===== src/rtl/euic_pkg.sv =====
// euic_pkg: shared widths, codes, decoder phase type and log2 helper
// for the universal integer codec. No dependencies.
`default_nettype none

package euic_pkg;

	// Fixed field widths of the word channels
	localparam int VALUE_W = 16;
	localparam int CODE_W  = 64;
	localparam int LEN_W   = 7;
	localparam int KIND_W  = 2;
	localparam int CK_W    = 2;
	localparam int ZC_W    = 6;
	localparam int LOG_W   = 5;

	// Parameter defaults
	localparam int DEF_VALUE_BITS = 16;
	localparam int DEF_MAX_UNARY  = 63;

	// Code kind register values
	localparam logic [CK_W-1:0] CK_UNARY = 2'd0;
	localparam logic [CK_W-1:0] CK_GAMMA = 2'd1;
	localparam logic [CK_W-1:0] CK_DELTA = 2'd2;

	// Function codes of an input word
	localparam logic FN_ENC = 1'b0;
	localparam logic FN_DEC = 1'b1;

	// Result kinds
	localparam logic [KIND_W-1:0] RK_ENC = 2'd0;
	localparam logic [KIND_W-1:0] RK_DEC = 2'd1;
	localparam logic [KIND_W-1:0] RK_ERR = 2'd2;

	// Delta prefix runs of this many zeros or more are always oversized
	localparam int DELTA_ZC_LIM = 6;

	typedef enum logic [3:0] {
		PH_START = 4'b0001,
		PH_ZEROS = 4'b0010,
		PH_LEN   = 4'b0100,
		PH_BODY  = 4'b1000
	} dec_phase_t;

	// Position of the leading one (zero for x of zero or one)
	function automatic logic [LOG_W-1:0] flog2(input logic [VALUE_W:0] x);
		logic [LOG_W-1:0] n;
		n = '0;
		for (int i = 1; i <= VALUE_W; i++) begin
			if (x[i]) begin
				n = LOG_W'(i);
			end
		end
		return n;
	endfunction

endpackage

`default_nettype wire


===== src/rtl/euic_if.sv =====
// euic_if: valid/ready word channels of the codec, command side and result side.
// Depends on euic_pkg for field widths.
`default_nettype none

interface euic_cmd_if
	import euic_pkg::*;
();
	logic               valid;
	logic               ready;
	logic               func;
	logic [VALUE_W-1:0] value;
	logic               stream_bit;

	modport source (output valid, func, value, stream_bit, input ready);
	modport sink   (input valid, func, value, stream_bit, output ready);
endinterface

interface euic_res_if
	import euic_pkg::*;
();
	logic               valid;
	logic               ready;
	logic [KIND_W-1:0]  kind;
	logic [CODE_W-1:0]  code_bits;
	logic [LEN_W-1:0]   code_length;
	logic [VALUE_W-1:0] decoded_value;

	modport source (output valid, kind, code_bits, code_length, decoded_value, input ready);
	modport sink   (input valid, kind, code_bits, code_length, decoded_value, output ready);
endinterface

`default_nettype wire


===== src/rtl/elias_universal_integer_codec.sv =====
// elias_universal_integer_codec: unary / Elias gamma / Elias delta encoder and
// bit-serial decoder. Depends on euic_pkg and the channels in euic_if.sv.
`default_nettype none

//  channel  | dir | handshake        | payload
//  ---------+-----+------------------+------------------------------------------
//  cmd      | in  | valid / ready    | func, value[15:0], stream_bit
//  res      | out | valid / ready    | kind, code_bits[63:0], code_length[6:0],
//           |     |                  | decoded_value[15:0]
//  cfg      | in  | cfg_write        | cfg_data[1:0] -> code_kind
//
//  One word per cycle sustained while res takes results. A word is captured in the
//  input stage, worked through the encoder or one step of the decoder, and moves
//  into the result register when the input stage advances; res takes it from there.
//  A decode word that does not complete a code word leaves no result.
//  Reset puts code_kind at delta and the decoder at the start of a code word;
//  a code_kind write also restarts the decoder.
//  cmd.ready drops only while the input stage holds a word and a result is
//  waiting that res does not take in this cycle.

module elias_universal_integer_codec
	import euic_pkg::*;
#(
	parameter int VALUE_BITS = DEF_VALUE_BITS,
	parameter int MAX_UNARY  = DEF_MAX_UNARY
) (
	input  wire            clk,
	input  wire            arst_n,
	euic_cmd_if.sink       cmd,
	euic_res_if.source     res,
	input  wire            cfg_write,
	input  wire [CK_W-1:0] cfg_data
);

	// Width of a prefix length or bit count (0..VALUE_BITS)
	localparam int PL_W = $clog2(VALUE_BITS + 1);
	localparam logic [VALUE_BITS:0] PONE = (VALUE_BITS + 1)'(1);
	// First value that no longer fits VALUE_BITS
	localparam logic [VALUE_W:0] VLIM = (VALUE_W + 1)'(1) << VALUE_BITS;

	// ---------------------------------------------------------------------
	// Configuration and decoder state
	// ---------------------------------------------------------------------
	logic [CK_W-1:0]       ck_q;
	dec_phase_t            phase_q, phase_nxt;
	logic [ZC_W-1:0]       zc_q, zc_nxt;
	logic [PL_W-1:0]       pl_q, pl_nxt;
	logic [PL_W-1:0]       bl_q, bl_nxt;
	logic [VALUE_BITS-1:0] acc_q, acc_nxt;

	// ---------------------------------------------------------------------
	// Input stage
	// ---------------------------------------------------------------------
	logic               vld_s1;
	logic               func_s1;
	logic [VALUE_W-1:0] value_s1;
	logic               bit_s1;

	// Result stage
	logic               vld_s2;
	logic [KIND_W-1:0]  kind_s2;
	logic [CODE_W-1:0]  bits_s2;
	logic [LEN_W-1:0]   len_s2;
	logic [VALUE_W-1:0] dec_s2;

	logic out_free;
	logic adv;

	// Advance the input stage whenever the result register can take a word
	assign out_free  = !vld_s2 || res.ready;
	assign adv       = vld_s1 && out_free;
	assign cmd.ready = !vld_s1 || adv;

	always_ff @(posedge clk or negedge arst_n) begin
		if (!arst_n) begin
			vld_s1 <= 1'b0;
		end else if (cmd.ready) begin
			vld_s1 <= cmd.valid;
		end
	end

	always_ff @(posedge clk) begin
		if (cmd.valid && cmd.ready) begin
			func_s1  <= cmd.func;
			value_s1 <= cmd.value;
			bit_s1   <= cmd.stream_bit;
		end
	end

	// ---------------------------------------------------------------------
	// Single-pass work: encode, or one decoder step
	// ---------------------------------------------------------------------
	logic               r_has;
	logic [KIND_W-1:0]  r_kind;
	logic [CODE_W-1:0]  r_bits;
	logic [LEN_W-1:0]   r_len;
	logic [VALUE_W-1:0] r_dec;

	logic [VALUE_W:0]   enc_x;
	logic [LOG_W-1:0]   enc_n;
	logic [LOG_W-1:0]   enc_g;
	logic [LOG_W-1:0]   enc_m;
	logic [VALUE_W:0]   enc_low;
	logic [VALUE_W+LOG_W-1:0] enc_dbits;

	// Encoder: x = value + 1, n = floor(log2 x)
	always_comb begin
		enc_x     = {1'b0, value_s1} + (VALUE_W + 1)'(1);
		enc_n     = flog2(enc_x);
		enc_g     = enc_n + LOG_W'(1);
		enc_m     = flog2((VALUE_W + 1)'(enc_g));
		// Drop the leading one of x, keep its n low bits
		enc_low   = enc_x & (((VALUE_W + 1)'(1) << enc_n) - (VALUE_W + 1)'(1));
		enc_dbits = ((VALUE_W + LOG_W)'(enc_g) << enc_n) | (VALUE_W + LOG_W)'(enc_low);
	end

	logic [ZC_W:0]         zc_inc;
	logic [VALUE_BITS-1:0] acc_sh;
	logic [PL_W-1:0]       bl_dec;
	logic [VALUE_BITS:0]   dec_t;
	logic [ZC_W-1:0]       delta_span;
	logic                  dec_fail;

	always_comb begin
		r_has      = 1'b0;
		r_kind     = RK_ERR;
		r_bits     = '0;
		r_len      = '0;
		r_dec      = '0;
		phase_nxt  = phase_q;
		zc_nxt     = zc_q;
		pl_nxt     = pl_q;
		bl_nxt     = bl_q;
		acc_nxt    = acc_q;
		dec_fail   = 1'b0;

		zc_inc     = {1'b0, zc_q} + (ZC_W + 1)'(1);
		acc_sh     = {acc_q[VALUE_BITS-2:0], bit_s1};
		bl_dec     = (bl_q != '0) ? bl_q - PL_W'(1) : bl_q;
		// 2^prefix - 1 + accumulated bits
		dec_t      = (PONE << pl_q) - PONE + (VALUE_BITS + 1)'(acc_sh);
		delta_span = (ZC_W'(1) << zc_inc[2:0]) - ZC_W'(1);

		if (func_s1 == FN_ENC) begin
			r_has = 1'b1;
			if (ck_q == CK_UNARY && {1'b0, value_s1} < VLIM
					&& value_s1 <= VALUE_W'(MAX_UNARY)) begin
				r_kind = RK_ENC;
				r_bits = CODE_W'(1);
				r_len  = LEN_W'(value_s1) + LEN_W'(1);
			end else if (ck_q == CK_GAMMA && {1'b0, value_s1} < VLIM) begin
				r_kind = RK_ENC;
				r_bits = CODE_W'(enc_x);
				r_len  = LEN_W'({enc_n, 1'b1});
			end else if (ck_q == CK_DELTA && {1'b0, value_s1} < VLIM) begin
				r_kind = RK_ENC;
				r_bits = CODE_W'(enc_dbits);
				r_len  = LEN_W'({enc_m, 1'b1}) + LEN_W'(enc_n);
			end
		end else if (ck_q == CK_UNARY) begin
			if (bit_s1) begin
				r_has  = 1'b1;
				r_kind = RK_DEC;
				r_dec  = VALUE_W'(zc_q);
				zc_nxt = '0;
			end else if (zc_inc > (ZC_W + 1)'(MAX_UNARY)) begin
				dec_fail = 1'b1;
			end else begin
				zc_nxt = zc_inc[ZC_W-1:0];
			end
		end else if (ck_q == CK_GAMMA || ck_q == CK_DELTA) begin
			case (phase_q)
				PH_START: begin
					if (bit_s1) begin
						r_has  = 1'b1;
						r_kind = RK_DEC;
					end else begin
						zc_nxt    = ZC_W'(1);
						phase_nxt = PH_ZEROS;
					end
				end
				PH_ZEROS: begin
					if (!bit_s1) begin
						zc_nxt = zc_inc[ZC_W-1:0];
						if (ck_q == CK_GAMMA) begin
							dec_fail = zc_inc > (ZC_W + 1)'(VALUE_BITS);
						end else begin
							dec_fail = zc_inc >= (ZC_W + 1)'(DELTA_ZC_LIM)
								|| delta_span > ZC_W'(VALUE_BITS);
						end
					end else begin
						pl_nxt    = PL_W'(zc_q);
						bl_nxt    = PL_W'(zc_q);
						acc_nxt   = '0;
						phase_nxt = PH_LEN;
					end
				end
				PH_LEN, PH_BODY: begin
					acc_nxt = acc_sh;
					bl_nxt  = bl_dec;
					if (bl_dec == '0) begin
						if (ck_q == CK_DELTA && phase_q == PH_LEN) begin
							// Length field done: go read the body bits
							if (dec_t > (VALUE_BITS + 1)'(VALUE_BITS)) begin
								dec_fail = 1'b1;
							end else begin
								pl_nxt    = PL_W'(dec_t);
								bl_nxt    = PL_W'(dec_t);
								acc_nxt   = '0;
								phase_nxt = PH_BODY;
							end
						end else if (dec_t[VALUE_BITS]) begin
							dec_fail = 1'b1;
						end else begin
							r_has     = 1'b1;
							r_kind    = RK_DEC;
							r_dec     = VALUE_W'(dec_t[VALUE_BITS-1:0]);
							phase_nxt = PH_START;
							zc_nxt    = '0;
							pl_nxt    = '0;
							bl_nxt    = '0;
							acc_nxt   = '0;
						end
					end
				end
				default: begin
					dec_fail = 1'b1;
				end
			endcase
		end else begin
			// Unused code kind
			dec_fail = 1'b1;
		end

		// A completed code word or any decode error restarts the decoder
		if (dec_fail) begin
			r_has  = 1'b1;
			r_kind = RK_ERR;
			r_dec  = '0;
		end
		if (func_s1 == FN_DEC && (dec_fail || (r_has && ck_q != CK_UNARY))) begin
			phase_nxt = PH_START;
			zc_nxt    = '0;
			pl_nxt    = '0;
			bl_nxt    = '0;
			acc_nxt   = '0;
		end
		if (func_s1 == FN_DEC && dec_fail) begin
			zc_nxt = '0;
		end
	end

	// Decoder state: a code_kind write restarts it, otherwise step on decode
	always_ff @(posedge clk or negedge arst_n) begin
		if (!arst_n) begin
			ck_q    <= CK_DELTA;
			phase_q <= PH_START;
			zc_q    <= '0;
			pl_q    <= '0;
			bl_q    <= '0;
			acc_q   <= '0;
		end else if (cfg_write) begin
			ck_q    <= cfg_data;
			phase_q <= PH_START;
			zc_q    <= '0;
			pl_q    <= '0;
			bl_q    <= '0;
			acc_q   <= '0;
		end else if (adv && func_s1 == FN_DEC) begin
			phase_q <= phase_nxt;
			zc_q    <= zc_nxt;
			pl_q    <= pl_nxt;
			bl_q    <= bl_nxt;
			acc_q   <= acc_nxt;
		end
	end

	// ---------------------------------------------------------------------
	// Result register
	// ---------------------------------------------------------------------
	always_ff @(posedge clk or negedge arst_n) begin
		if (!arst_n) begin
			vld_s2 <= 1'b0;
		end else if (out_free) begin
			vld_s2 <= adv && r_has;
		end
	end

	always_ff @(posedge clk) begin
		if (adv && r_has) begin
			kind_s2 <= r_kind;
			bits_s2 <= r_bits;
			len_s2  <= r_len;
			dec_s2  <= r_dec;
		end
	end

	assign res.valid         = vld_s2;
	assign res.kind          = kind_s2;
	assign res.code_bits     = bits_s2;
	assign res.code_length   = len_s2;
	assign res.decoded_value = dec_s2;

	// ---------------------------------------------------------------------
	// Assertions
	// ---------------------------------------------------------------------
	a_cfg_restart: assert property (@(posedge clk) disable iff (!arst_n)
		cfg_write |=> (phase_q == PH_START && zc_q == '0 && acc_q == '0))
		else $error("decoder not restarted by code_kind write");

	a_s1_hold: assert property (@(posedge clk) disable iff (!arst_n)
		(vld_s1 && !adv) |=> (vld_s1 && $stable(value_s1) && $stable(func_s1)))
		else $error("input stage lost or changed a stalled word");

	a_enc_len: assert property (@(posedge clk) disable iff (!arst_n)
		(vld_s2 && kind_s2 == RK_ENC) |-> (len_s2 != '0 && len_s2 <= LEN_W'(CODE_W)))
		else $error("encoded word with impossible length");

	a_err_clean: assert property (@(posedge clk) disable iff (!arst_n)
		(vld_s2 && kind_s2 == RK_ERR) |-> (bits_s2 == '0 && len_s2 == '0 && dec_s2 == '0))
		else $error("error result carries payload");

endmodule

`default_nettype wire

===== src/flat_wrapper.sv =====
// flat-port wrapper written by rule: the top's interface ports become plain ports
module elias_universal_integer_codec_flat import euic_pkg::*;
#(
	parameter int VALUE_BITS = DEF_VALUE_BITS,
	parameter int MAX_UNARY  = DEF_MAX_UNARY
)
  (clk, arst_n, cfg_write, cfg_data, cmd_valid, cmd_func, cmd_value, cmd_stream_bit, cmd_ready, res_valid, res_kind, res_code_bits, res_code_length, res_decoded_value, res_ready);
  euic_cmd_if cmd_i ();
  euic_res_if res_i ();
  input  wire clk;
  input  wire arst_n;
  input  wire cfg_write;
  input  wire [CK_W-1:0] cfg_data;
  input wire logic [$bits(cmd_i.valid)-1:0] cmd_valid;
  input wire logic [$bits(cmd_i.func)-1:0] cmd_func;
  input wire logic [$bits(cmd_i.value)-1:0] cmd_value;
  input wire logic [$bits(cmd_i.stream_bit)-1:0] cmd_stream_bit;
  output wire logic [$bits(cmd_i.ready)-1:0] cmd_ready;
  output wire logic [$bits(res_i.valid)-1:0] res_valid;
  output wire logic [$bits(res_i.kind)-1:0] res_kind;
  output wire logic [$bits(res_i.code_bits)-1:0] res_code_bits;
  output wire logic [$bits(res_i.code_length)-1:0] res_code_length;
  output wire logic [$bits(res_i.decoded_value)-1:0] res_decoded_value;
  input wire logic [$bits(res_i.ready)-1:0] res_ready;
  assign cmd_i.valid = cmd_valid;
  assign cmd_i.func = cmd_func;
  assign cmd_i.value = cmd_value;
  assign cmd_i.stream_bit = cmd_stream_bit;
  assign cmd_ready = cmd_i.ready;
  assign res_valid = res_i.valid;
  assign res_kind = res_i.kind;
  assign res_code_bits = res_i.code_bits;
  assign res_code_length = res_i.code_length;
  assign res_decoded_value = res_i.decoded_value;
  assign res_i.ready = res_ready;
  elias_universal_integer_codec #(.VALUE_BITS(VALUE_BITS), .MAX_UNARY(MAX_UNARY)) u_core (.clk(clk), .arst_n(arst_n), .cmd(cmd_i), .res(res_i), .cfg_write(cfg_write), .cfg_data(cfg_data));
endmodule

===== config.mk =====
export PLATFORM = sky130hd
export DESIGN_NAME = elias_universal_integer_codec_flat
export DESIGN_NICKNAME = d
export VERILOG_FILES = /design/src/rtl/euic_pkg.sv /design/src/rtl/euic_if.sv /design/src/rtl/elias_universal_integer_codec.sv /design/src/flat_wrapper.sv
export SDC_FILE = /design/constraint.sdc
export NUM_CORES = 1
export LEC_CHECK = 0
export BUFFER_PORTS_ARGS = -buffer_cell sky130_fd_sc_hd__buf_2
export CORE_UTILIZATION = 54
export CTS_CLUSTER_DIAMETER = 80
export DETAILED_ROUTE_END_ITERATION = 8
export PLACE_DENSITY_LB_ADDON = 0.2
export RECOVER_POWER = 25
export SETUP_SLACK_MARGIN = 0.02
export SYNTH_ARGS = -nofsm -noshare
export SYNTH_HDL_FRONTEND = slang
export SYNTH_SLANG_ARGS = --single-unit

===== constraint.sdc =====
create_clock -name clk -period 6.2 [get_ports clk]
set_input_delay 1.24 -clock clk [delete_from_list [all_inputs] [get_ports clk]]
set_output_delay 1.24 -clock clk [all_outputs]
set_load 0.03 [all_outputs]

==> results by group, run 1 <==
Placement
  • Port Buffers: 72
  • Final HPWL DP: 16900 microns
  • Worst slack at placement: 0.844 ns
  • Final Wtd Congestion: 0.973

Global route
  • Grt ovf: 0
  • Initial antenna violation count: 0
  • Vias in the first global route: 6890
  • First-pass GRT wire length: 36600 microns
  • Largest net degree at the start of global routing: 47
  • Total track usage: 28.5%

Floorplanning
  • FP Rows: 45
  • Die H: 128 microns
  • Initial core utilization: 55.8%
  • Die X: 128 microns
  • Boundary Pins: 116
  • Core area: 15300 sq um
  • Die ar.: 16300 sq um

Clock tree
  • Post-CTS Resized: 0
  • H-Tree Level Count: 3
  • Clock buffer depth: 2
  • TritonCTS clock tree: yes
  • Root buffer cell: clkbuf_16
  • Skew-Pair Late Insertion Delay: 0.37 ns
  • Setup bufs post-CTS: 0
  • # hold bufs at CTS: 0
  • Total CTS buffers: 9
  • Clock Pin Slew Worst Setup and Hold Paths: 0.07 ns
  • TritonCTS Sinks: 103

Synth
  • Synth Area in Adders: 8.08%
  • Synth warn: 0
  • Ys flop type: edfxtp_1
  • Synth Area in Simple Gates: 20.8%
  • Top post-synthesis cells by count: nand2_1 (85), nor2_1 (78), inv_1 (68)
  • Post-Syn Instances: 989
  • Sequential area share after synthesis: 33.9%
  • Post-synth top area cell: edfxtp_1
  • Compound-gate portion of the synthesized area: 21.4%
  • Largest cells by area after synthesis: edfxtp_1 (22%), dfrtp_1 (11%), ha_1 (7.6%)
  • Netlist Area Pre-Place: 8540 sq um
  • Top-count cell post-synth: nand2_1
  • Post-synth ARST share: 37.9%
  • Xor/xnor share of the synthesized area: 4.31%
  • Post-synthesis register bit count: 103
  • Top-area cell type share of the netlist area: 22.5%
  • Post-Syn Area per Cell: 8.64 sq um
  • Unique masters post-synth: 84
  • Largest family of logic cells by synthesized area: compound AO/OA/AOI/OAI gates
  • Number of synthesized flops with an enable pin: 64
  • Mux contribution to synthesized area: 1.86%

Detailed routing
  • Per-cell routed wire length: 18.1 microns
  • Routed WL: 22600 microns
  • Post-DRT Antenna Nets: 0
  • DRC errors left: 0
  • TritonRoute pass-1 iters: 5
  • Total number of vias: 7659
  • Vias/cell: 6.15
  • Initial drt markers: 986

STA
  • Final Setup Violations: 0
  • Slew Limit Fails: 40
  • Crit share post-route: 87.8%
  • Min cycle time layout: 5.45 ns
  • Highest clock rate: 184 MHz
  • RSZ-0062 raised after global routing: no
  • Setup TNS: 0 ns
  • Worst rel slew slack: -40.8%
  • Worst setup margin: 0.754 ns
  • Final Hold Viols: 0
  • Final Skew: 0.0126 ns
  • Worst-Margin Slew: 2.11 ns

Worst setup path
  • Worst Path Max Fanout: 10
  • Crit path kind: register to register
  • Worst-path cell chain: ha_1 > nand4_1 > nor4_2 > mux2_2 > nor2_1 > a21oi_4 > or2_2 > inv_1 > ha_1 > a21oi_1 > nor2_1 > a21oi_1 > fa_1 > a21o_1 > a21oi_1 > xnor2_1 > a221oi_1 > a211oi_1
  • Critical Path AT: 5.53 ns
  • Flop-to-flop setup slack: 0.75 ns
  • Top cell by count, worst path: a21oi_1
  • Crit path max-delay cell type: nor4_2
  • Critical Path RT: 6.28 ns
  • CP Launch Type: register
  • Worst Setup End Kind: register
  • CP peak stage delay: 0.49 ns

Final layout
  • Diodes inserted: 0
  • P&R area growth vs syn: 6.96%
  • Final nets: 1109
  • Fillers: 1394
  • Share of cells above drive strength 1: 12.8%

Run status
  • Failing checks: max-capacitance violations, max-slew violations
  • Status: finished, violations left

Pwr
  • Tot Pwr: 2.17 mW
  • Pwr Density: 238 nW/um^2
  • Worst VDD drop: 0.000145 V
  • Leak pwr: 3.82 nW

Run
  • Max Cap Viol: 1

Min path
  • Worst min path class: register to register
[power breakdown]
| group | total (mW) | switching, mW | leakage (nW) | internal [mW] |
|---|---|---|---|---|
| logic | 0.716 | 0.505 | 2.52 | 0.211 |
| clock network | 0.566 | 0.284 | 0.145 | 0.282 |
| registers | 0.890 | 0.0627 | 1.15 | 0.827 |
| total | 2.17 | 0.852 | 3.82 | 1.32 |
[cells in the final DEF (no fill, tap or decap), types with 8 or more instances in the layout]
cell type / instances
buf_4: 10
inv_1: 68
nand3_1: 38
nor4_1: 9
clkbuf_16: 9
o21ai_0: 52
a211oi_1: 15
a21oi_1: 49
nand4_1: 14
mux2i_1: 8
or2_2: 10
a22o_1: 26
a21o_1: 8
dfrtp_1: 37
and4_1: 9
nand2b_1: 12
o22ai_1: 9
nor2_1: 77
conb_1: 43
ha_1: 52
nand2_1: 85
xnor2_1: 23
and2_1: 8
buf_2: 67
nor2b_1: 12
nor3_1: 33
xor2_1: 19
edfxtp_1: 64
and3_1: 12
[path summary, 6_finish.rpt]
kind | cells after the start | start | end
worst max register to register | 18 | u_core.value_s1[0] | u_core.res.code_length[4]
worst min-delay path | 1 | u_core.acc_q[14] | u_core.acc_q[14]
worst max-delay path | 18 | u_core.value_s1[0] | u_core.res.code_length[4]
min in group asynchronous | 1 | arst_n | u_core.bl_q[4]
worst min register to register | 1 | u_core.acc_q[14] | u_core.acc_q[14]
max in group asynchronous | 1 | arst_n | u_core.res.valid
[area by class of cell]
type / count / area (sq um) / share of cell area, %
well taps: 211 / 264 / 2.89
flip-flops and latches: 103 / 2900 / 31.7
repair buffers: 82 / 429 / 4.70
multi-input cells: 765 / 4990 / 54.6
clock buffers: 9 / 225 / 2.46
inverters: 69 / 259 / 2.83
clock inverters: 7 / 68.8 / 0.753
[stage by stage]
stage	instance area (sq um)	util, %	instances	hold WS (ns)
after floorplan	8700	-	1031	0.466
after global placement	8850	57.8	1230	0.485
after detailed placement	8850	57.8	1230	0.499
after CTS	9140	59.7	1246	0.516
after global routing	9140	59.7	1246	0.542
final	9140	59.7	1246	0.519
[sequential cells by signal, indices dropped and copies added (netlist names), 4 cells and up]
register / flops
u_core.acc_q: 15
u_core.res.decoded_value: 16
u_core.phase_q: 4
u_core.zc_q: 6
u_core.pl_q: 5
u_core.value_s1: 16
u_core.res.code_length: 7
u_core.bl_q: 5
u_core.res.code_bits: 21
[layer usage]
| metal | track usage [%] | vias to the layer above | share of wire (%) |
|---|---|---|---|
| met5 | 0 | - | 0 |
| met4 | 9.13 | 0 | 2.1 |
| met3 | 5.30 | 42 | 9.4 |
| met2 | 42.6 | 391 | 42 |
| met1 | 41.5 | 3595 | 46 |
| li1 | - | 3631 | - |
[critical path: cells and delay by family, from the launching register on]
family / cells / cell delay (ns)
AO/OA/AOI/OAI: 7 / 1.06
XOR/XNOR: 1 / 0.08
buffers and inverters: 1 / 0.24
AND/OR/NAND/NOR: 5 / 1.80
flip-flops: 1 / 0.46
adder cells (fa/ha/maj): 3 / 1.08
multiplexers: 1 / 0.44
[cells by family (layout without fill, tap and decap cells)]
logic type               count (synthesis)  after routing
AO/OA/AOI/OAI                          262            262
XOR/XNOR                                42             42
adder cells (fa/ha/maj)                 54             54
buffers and inverters                  163            167
flip-flops                             103            103
multiplexers                            15             15
other                                    1             43
AND/OR/NAND/NOR                        349            349
No activity file was read; power rests on OpenSTA's default activity.
==> run 2: changes to the inputs <==
- ABC_AREA: default -> 1
==> run 2 against run 1 <==
The run still ends with max-capacitance violations, max-slew violations left. Cell count is 21% higher. Largest cell class unchanged. Area after synthesis grew 1.1%. Synthesized cell count is 24% higher. Critical path type unchanged.
==> results by group, run 2 <==
Run status
  • Status: finished, violations left (unchanged)
  • Failing checks: max-capacitance violations, max-slew violations (unchanged)

Final layout
  • Fillers: 1508 (was 1394)
  • P&R area growth vs syn: 7.52% (was 6.96%)
  • Share of cells above drive strength 1: 11.7% (was 12.8%)
  • Final nets: 1371 (was 1109)
  • Largest register FFs: 21 (unchanged)
  • Commonest non-fill, non-tap cells in the layout: nand2_1 (374), inv_1 (187), nand3_1 (99) (was nand2_1 (85), nor2_1 (77), inv_1 (68))
  • Diodes inserted: 0 (unchanged)
  • Commonest non-fill, non-tap cell in the layout: nand2_1 (unchanged)
  • Final core utilization: 60.2% (was 59.7%)

Detailed routing
  • Vias/cell: 5.37 (was 6.15)
  • Per-cell routed wire length: 14.6 microns (was 18.1 microns)
  • Post-DRT Antenna Nets: 0 (unchanged)
  • Total number of vias: 8102 (was 7659)
  • Initial drt markers: 794 (was 986)
  • TritonRoute pass-1 iters: 5 (unchanged)
  • DRC errors left: 0 (unchanged)
  • Routed WL: 22000 microns (was 22600 microns)

STA
  • Crit share post-route: 80.9% (was 87.8%)
  • Highest clock rate: 199 MHz (was 184 MHz)
  • Final Skew: 0.00926 ns (was 0.0126 ns)
  • Final Hold Viols: 0 (unchanged)
  • Final Setup Violations: 0 (unchanged)
  • Worst rel slew slack: -46.5% (was -40.8%)
  • Setup TNS: 0 ns (unchanged)
  • Slew Limit Fails: 40 (unchanged)
  • RSZ-0062 raised after global routing: no (unchanged)
  • Min cycle time layout: 5.01 ns (was 5.45 ns)
  • Worst-Margin Slew: 2.20 ns (was 2.11 ns)

Floorplanning
  • Core area: 15400 sq um (was 15300 sq um)
  • Boundary Pins: 116 (unchanged)
  • FP Rows: 45 (unchanged)
  • Die H: 128 microns (about the same)
  • Initial core utilization: 56.0% (was 55.8%)
  • Die ar.: 16500 sq um (was 16300 sq um)
  • Die X: 128 microns (about the same)

Worst setup path
  • CP peak stage delay: 0.47 ns (was 0.49 ns)
  • Flop-to-flop setup slack: 1.19 ns (was 0.75 ns)
  • Top cell by count, worst path: nand2_1 (was a21oi_1)
  • Critical Path AT: 5.32 ns (was 5.53 ns)
  • Top delay family on crit path: simple AND/OR/NAND/NOR gates (unchanged)
  • Crit path kind: register to register (unchanged)
  • Worst Setup End Kind: register (unchanged)
  • Worst Path Max Fanout: 12 (was 10)
  • Critical Path RT: 6.50 ns (was 6.28 ns)
  • Crit path max-delay cell type: fa_1 (was nor4_2)
  • Worst Path Buf+Inv: 1 (unchanged)
  • CP Launch Type: register (unchanged)

Global route
  • Largest net degree at the start of global routing: 43 (was 47)
  • Total track usage: 28.0% (was 28.5%)
  • First-pass GRT wire length: 36200 microns (was 36600 microns)
  • Initial antenna violation count: 0 (unchanged)
  • Vias in the first global route: 7238 (was 6890)
  • Grt ovf: 0 (unchanged)

Clock tree
  • Skew-Pair Late Insertion Delay: 0.36 ns (was 0.37 ns)
  • Total CTS buffers: 9 (unchanged)
  • Root buffer cell: clkbuf_16 (unchanged)
  • Post-CTS Resized: 0 (unchanged)
  • # hold bufs at CTS: 0 (unchanged)
  • Clock buffer depth: 2 (unchanged)
  • TritonCTS clock tree: yes (unchanged)
  • Setup bufs post-CTS: 0 (unchanged)
  • TritonCTS Sinks: 103 (unchanged)
  • H-Tree Level Count: 3 (unchanged)
  • Clock Pin Slew Worst Setup and Hold Paths: 0.07 ns (about the same)

Placement
  • Final HPWL DP: 17000 microns (was 16900 microns)
  • Final Wtd Congestion: 1.00 (was 0.973)
  • Port Buffers: 72 (unchanged)

Synth
  • Unique masters post-synth: 56 (was 84)
  • Synth warn: 0 (unchanged)
  • Post-synth ARST share: 37.9% (unchanged)
  • Post-Syn Area per Cell: 7.04 sq um (was 8.64 sq um)
  • Top post-synthesis cells by count: nand2_1 (374), inv_1 (187), nand3_1 (99) (was nand2_1 (85), nor2_1 (78), inv_1 (68))
  • Number of synthesized flops with an enable pin: 64 (unchanged)
  • Netlist Area Pre-Place: 8640 sq um (was 8540 sq um)
  • Top-count cell post-synth: nand2_1 (unchanged)
  • Top-area cell type share of the netlist area: 22.2% (was 22.5%)
  • Post-synth top area cell: edfxtp_1 (unchanged)
  • Ys flop type: edfxtp_1 (unchanged)
  • Largest cells by area after synthesis: edfxtp_1 (22%), nand2_1 (16%), dfrtp_1 (11%) (was edfxtp_1 (22%), dfrtp_1 (11%), ha_1 (7.6%))
  • Post-synthesis register bit count: 103 (unchanged)
  • Post-Syn Instances: 1227 (was 989)
  • Sequential area share after synthesis: 33.6% (was 33.9%)

Run
  • Max Cap Viol: 1 (unchanged)

Pwr
  • Pwr Density: 286 nW/um^2 (was 238 nW/um^2)
  • Worst VDD drop: 0.000153 V (was 0.000145 V)
  • Leak pwr: 4.68 nW (was 3.82 nW)

Min path
  • Worst min path class: register to register (unchanged)
-- run 2: changes by cell type in the layout (fill, tap and decap cells not counted), sizes merged, moves of 12 or more --
cell | before | now
nand4 | 14 | 32
inv | 71 | 198
nand2 | 85 | 387
nor2b | 12 | 0
a211oi | 15 | 1
nand2b | 12 | 0
a22o | 26 | 0
xnor2 | 23 | 3
o21ai | 57 | 75
nand3 | 38 | 108
a21oi | 51 | 26
nor2 | 80 | 93
-- run 2: layer usage --
layer / up-vias / routed length (microns) / GRT usage [%]
li1: 4035 / - / -
met5: - / 0 / 0
met4: 0 / 408 / 8.93
met1: 3687 / 10600 / 41.4
met3: 32 / 1760 / 4.57
met2: 348 / 9230 / 41.7
-- run 2: worst register-to-register path: stages (launching register included) --
cell	delay (ns)
dfrtp_1	0.43
nor2_1	0.38
nand2_1	0.16
ha_1	0.31
inv_1	0.04
ha_1	0.25
fa_1	0.47
xnor2_1	0.46
nand3_1	0.12
nor2_1	0.12
nand3_1	0.08
nand2_1	0.11
nand2_1	0.06
nor2_1	0.21
nand3_1	0.13
nand3_1	0.11
nand3_1	0.07
nand2_1	0.08
nand2_1	0.05
nand2_1	0.34
nand2_1	0.32
nor2_1	0.32
nor2_4	0.10
nand2_2	0.12
nand2_1	0.07
nand2_1	0.06
-- run 2: cells by family after synthesis --
group | after synthesis | synth area share [%]
AO/OA/AOI/OAI | 131 | 8.86
other | 1 | 0.0434
buffers and inverters | 262 | 13.8
XOR/XNOR | 12 | 1.22
adder cells (fa/ha/maj) | 54 | 7.99
flip-flops | 103 | 33.6
AND/OR/NAND/NOR | 664 | 34.6
-- run 2: path summary, 6_finish.rpt --
check	cells past startpoint	endpoint	from
min in group asynchronous	1	u_core.bl_q[3]	arst_n
worst min register to register	2	u_core.bl_q[3]	u_core.bl_q[3]
worst max register to register	25	u_core.pl_q[0]	u_core.pl_q[4]
worst max-delay path	25	u_core.pl_q[0]	u_core.pl_q[4]
worst min-delay path	2	u_core.bl_q[3]	u_core.bl_q[3]
max in group asynchronous	1	u_core.pl_q[2]	arst_n
-- run 2: power by group --
| part | total [mW] | internal [mW] | switching [mW] |
|---|---|---|---|
| logic | 1.23 | 0.320 | 0.907 |
| clock network | 0.550 | 0.278 | 0.271 |
| registers | 0.883 | 0.834 | 0.0491 |
| total | 2.66 | 1.43 | 1.23 |
-- run 2: area by class of cell --
cell class                 instances  area [sq um]  area share, %
clock buffer                      11           233           2.51
clock inverter                     5          42.5          0.458
inverter                         198           746           8.03
multi-input combinational        904          4720           50.8
sequential                       103          2900           31.2
tap                              211           264           2.84
timing repair buffer              76           388           4.18
-- run 2: through the flow --
stage | cell area (sq um) | power, mW | hold slack, ns | worst slack, ns | cells
2_1_floorplan | 8800 | 1.79 | 0.459 | 0.960 | 1269
3_3_place_gp | 9020 | 2.08 | 0.476 | 1.43 | 1492
3_5_place_dp | 9020 | 2.09 | 0.483 | 1.38 | 1492
4_1_cts | 9290 | 2.63 | 0.501 | 1.34 | 1508
5_1_grt | 9290 | 2.84 | 0.534 | 0.738 | 1508
6_report | 9290 | 2.66 | 0.493 | 1.19 | 1508
==> run 3: changes to the inputs <==
- CORE_UTILIZATION: 54 -> 55
- clock period: 6.2 -> 4.7 ns (I/O delays scaled with it)
==> run 3 against run 2 <==
The flow still finishes with violations (max-capacitance violations, max-slew violations). Die area decreased by 1.8%. Clock skew about the same. Global-route usage decreased by 0.48 points. Critical endpoint is now u_core.res.decoded_value[13]. Flip-flop and latch count unchanged. First-iteration DRC count decreased by 6.7%. Worst hold slack about the same. Critical path depth decreased by 1. Sequential power increased by 33%.
==> results by group, run 3 (synthesis gave the netlist of run 2 again) <==
Final layout
  • Largest register FFs: 21 (unchanged)
  • P&R area growth vs syn: 9.18% (was 7.52%)
  • Diodes inserted: 0 (unchanged)
  • Final core utilization: 61.8% (was 60.2%)
  • Share of cells above drive strength 1: 12.9% (was 11.7%)
  • Commonest non-fill, non-tap cell in the layout: nand2_1 (unchanged)
  • Fin area: 9430 sq um (was 9290 sq um)
  • Commonest non-fill, non-tap cells in the layout: nand2_1 (373), inv_1 (186), nand3_1 (99) (was nand2_1 (374), inv_1 (187), nand3_1 (99))
  • Final nets: 1384 (was 1371)
  • Final non-filler cell total: 1521 (was 1508)

Floorplanning
  • Core area: 15300 sq um (was 15400 sq um)
  • Die H: 127 microns (was 128 microns)
  • Die ar.: 16200 sq um (was 16500 sq um)
  • Boundary Pins: 116 (unchanged)
  • FP Rows: 45 (unchanged)
  • Die X: 127 microns (was 128 microns)
  • Initial core utilization: 56.6% (was 56.0%)

Worst setup path
  • Crit path kind: register to register (unchanged)
  • Worst-case reg-to-reg path depth: 24 (was 25)
  • Reg-to-Reg End: u_core.res.decoded_value[13] (was u_core.pl_q[0])
  • Critical Path RT: 4.80 ns (was 6.50 ns)
  • Critical Path AT: 4.56 ns (was 5.32 ns)
  • Worst Path Max Fanout: 39 (was 12)
  • Flop-to-flop setup slack: 0.24 ns (was 1.19 ns)
  • Reg2reg start: u_core.pl_q[0] (was u_core.pl_q[4])
  • CP Launch Type: register (unchanged)
  • Worst Setup End Kind: register (unchanged)

Detailed routing
  • Routed WL: 21500 microns (was 22000 microns)
  • DRC errors left: 0 (unchanged)
  • Per-cell routed wire length: 14.1 microns (was 14.6 microns)
  • TritonRoute pass-1 iters: 5 (unchanged)
  • Initial drt markers: 741 (was 794)
  • Total number of vias: 8026 (was 8102)
  • Post-DRT Antenna Nets: 0 (unchanged)
  • Vias/cell: 5.28 (was 5.37)

Clock tree
  • TritonCTS Sinks: 103 (unchanged)
  • Total CTS buffers: 9 (unchanged)
  • TritonCTS clock tree: yes (unchanged)
  • Clock buffer depth: 2 (unchanged)
  • H-Tree Level Count: 3 (unchanged)
  • Root buffer cell: clkbuf_16 (unchanged)
  • Clock Pin Slew Worst Setup and Hold Paths: 0.07 ns (about the same)
  • Skew-Pair Late Insertion Delay: 0.36 ns (about the same)

Min path
  • Hold Crit Start: u_core.bl_q[3] (unchanged)
  • Hold path cells: 2 (unchanged)
  • WHS Endpoint: u_core.bl_q[3] (unchanged)
  • Worst min path class: register to register (unchanged)

Global route
  • Initial antenna violation count: 0 (unchanged)
  • Total track usage: 27.5% (was 28.0%)
  • Largest net degree at the start of global routing: 41 (was 43)
  • First-pass GRT wire length: 35100 microns (was 36200 microns)
  • Grt ovf: 0 (unchanged)
  • Vias in the first global route: 7035 (was 7238)

STA
  • Highest clock rate: 224 MHz (was 199 MHz)
  • Final Hold Viols: 0 (unchanged)
  • Final Setup Violations: 0 (unchanged)
  • Min cycle time layout: 4.46 ns (was 5.01 ns)
  • Worst-Margin Slew: 2.25 ns (was 2.20 ns)
  • Crit share post-route: 94.9% (was 80.9%)
  • Slew Limit Fails: 40 (unchanged)
  • Worst rel slew slack: -50.2% (was -46.5%)
  • Final Skew: 0.00914 ns (was 0.00926 ns)

Pwr
  • Seq pwr share: 33.1% (was 33.2%)
  • Clock Power Share: 20.3% (was 20.7%)
  • Pwr Density: 374 nW/um^2 (was 286 nW/um^2)
  • NetSw: 1.61 mW (was 1.23 mW)
  • Internal power: 1.92 mW (was 1.43 mW)
  • Worst VDD drop: 0.000259 V (was 0.000153 V)
  • Tot Pwr: 3.53 mW (was 2.66 mW)
  • Leak pwr: 4.75 nW (was 4.68 nW)
  • Logic pwr share: 46.6% (was 46.1%)
  • Switching share of power: 45.7% (was 46.1%)

Run
  • Max Cap Viol: 1 (unchanged)

Placement
  • Final HPWL DP: 16600 microns (was 17000 microns)
  • Post-placement cell area: 9070 sq um (was 9020 sq um)
  • Port Buffers: 72 (unchanged)
  • Cells after DPL: 1497 (was 1492)
  • Final Wtd Congestion: 0.993 (was 1.00)

Run status
  • Failing checks: max-capacitance violations, max-slew violations (unchanged)
  • Status: finished, violations left (unchanged)
==> run 3: cell types whose count changed in the layout (fill, tap and decap cells not counted), moves of 2 or more <==
| cell | before | now |
|---|---|---|
| inv_6 | 1 | 3 |
| clkinvlp_4 | 0 | 2 |
| xnor2_1 | 3 | 1 |
| buf_4 | 4 | 15 |
| clkinv_1 | 2 | 4 |
| xnor2_2 | 0 | 2 |
| clkinv_4 | 2 | 0 |
==> run 3: per-layer routing <==
metal | share of wire [%] | up-vias | routed length, microns | GRT usage (%)
li1 | - | 4058 | - | -
met1 | 48 | 3615 | 10200 | 40.3
met2 | 43 | 326 | 9270 | 41.5
met3 | 7.6 | 27 | 1640 | 5.36
met4 | 1.6 | 0 | 351 | 7.35
met5 | 0 | - | 0 | 0
==> run 3: power groups by stage <==
stage | clock network [mW] | logic (mW) | registers [mW]
floorplan | 0 | 1.05 | 1.32
global placement | 0 | 1.56 | 1.18
detailed placement | 0 | 1.56 | 1.18
CTS | 0.728 | 1.58 | 1.17
global route | 0.760 | 1.82 | 1.18
finish | 0.717 | 1.65 | 1.17
==> run 3: critical path, cell delays in order (launching register included) <==
cell	delay, ns
dfrtp_1	0.43
inv_1	0.10
nor3_1	0.29
nand2_1	0.12
ha_1	0.29
inv_1	0.04
ha_1	0.26
fa_1	0.46
nand3_1	0.12
nand2_1	0.08
nand2_1	0.06
nand2_1	0.12
nand2_1	0.12
nand3b_1	0.07
nand2_1	0.09
nand2_1	0.10
nor2_1	0.15
nand3_1	0.11
nand3_1	0.11
nand3_1	0.07
nand2_1	0.08
nand2_1	0.17
nor3_1	0.40
nor2_4	0.13
buf_12	0.21
==> run 3: area by class of cell <==
| type | instances | area, sq um |
|---|---|---|
| repair buffers | 89 | 504 |
| inverters | 198 | 749 |
| clock inverters | 7 | 46.3 |
| clock buffers | 9 | 225 |
| fillers | 1455 | 5820 |
| multi-input cells | 904 | 4740 |
| flip-flops and latches | 103 | 2900 |
| well taps | 211 | 264 |
==> run 3: worst max-delay path by stage <==
stage | startpoint | endpoint | slack [ns] | cells past startpoint
detailed placement | u_core.pl_q[0] | u_core.res.code_length[5] | 0.20 | 22
global placement | u_core.pl_q[0] | u_core.pl_q[4] | 0.17 | 27
floorplan | u_core.pl_q[4] | u_core.res.code_bits[0] | 0.22 | 23
global route | u_core.pl_q[0] | u_core.res.decoded_value[13] | -0.00001 | 24
CTS | u_core.pl_q[0] | u_core.res.decoded_value[14] | 0.16 | 22
finish | u_core.pl_q[0] | u_core.res.decoded_value[13] | 0.24 | 24
==> run 3: metrics by stage <==
stage                     setup WS, ns  hold WS [ns]    TNS [ns]
final                            0.239         0.494           0
after floorplan                  0.222         0.459           0
after detailed placement         0.196         0.484           0
after CTS                        0.158         0.502           0
after global placement           0.171         0.476           0
after global routing        -0.0000124         0.533  -0.0000124
==> run 3: timing repair <==
item	4_1_cts	5_1_grt
hold buffers	0	0
setup endpoints to repair	0	81
resized for setup	0	8
setup buffers	0	8
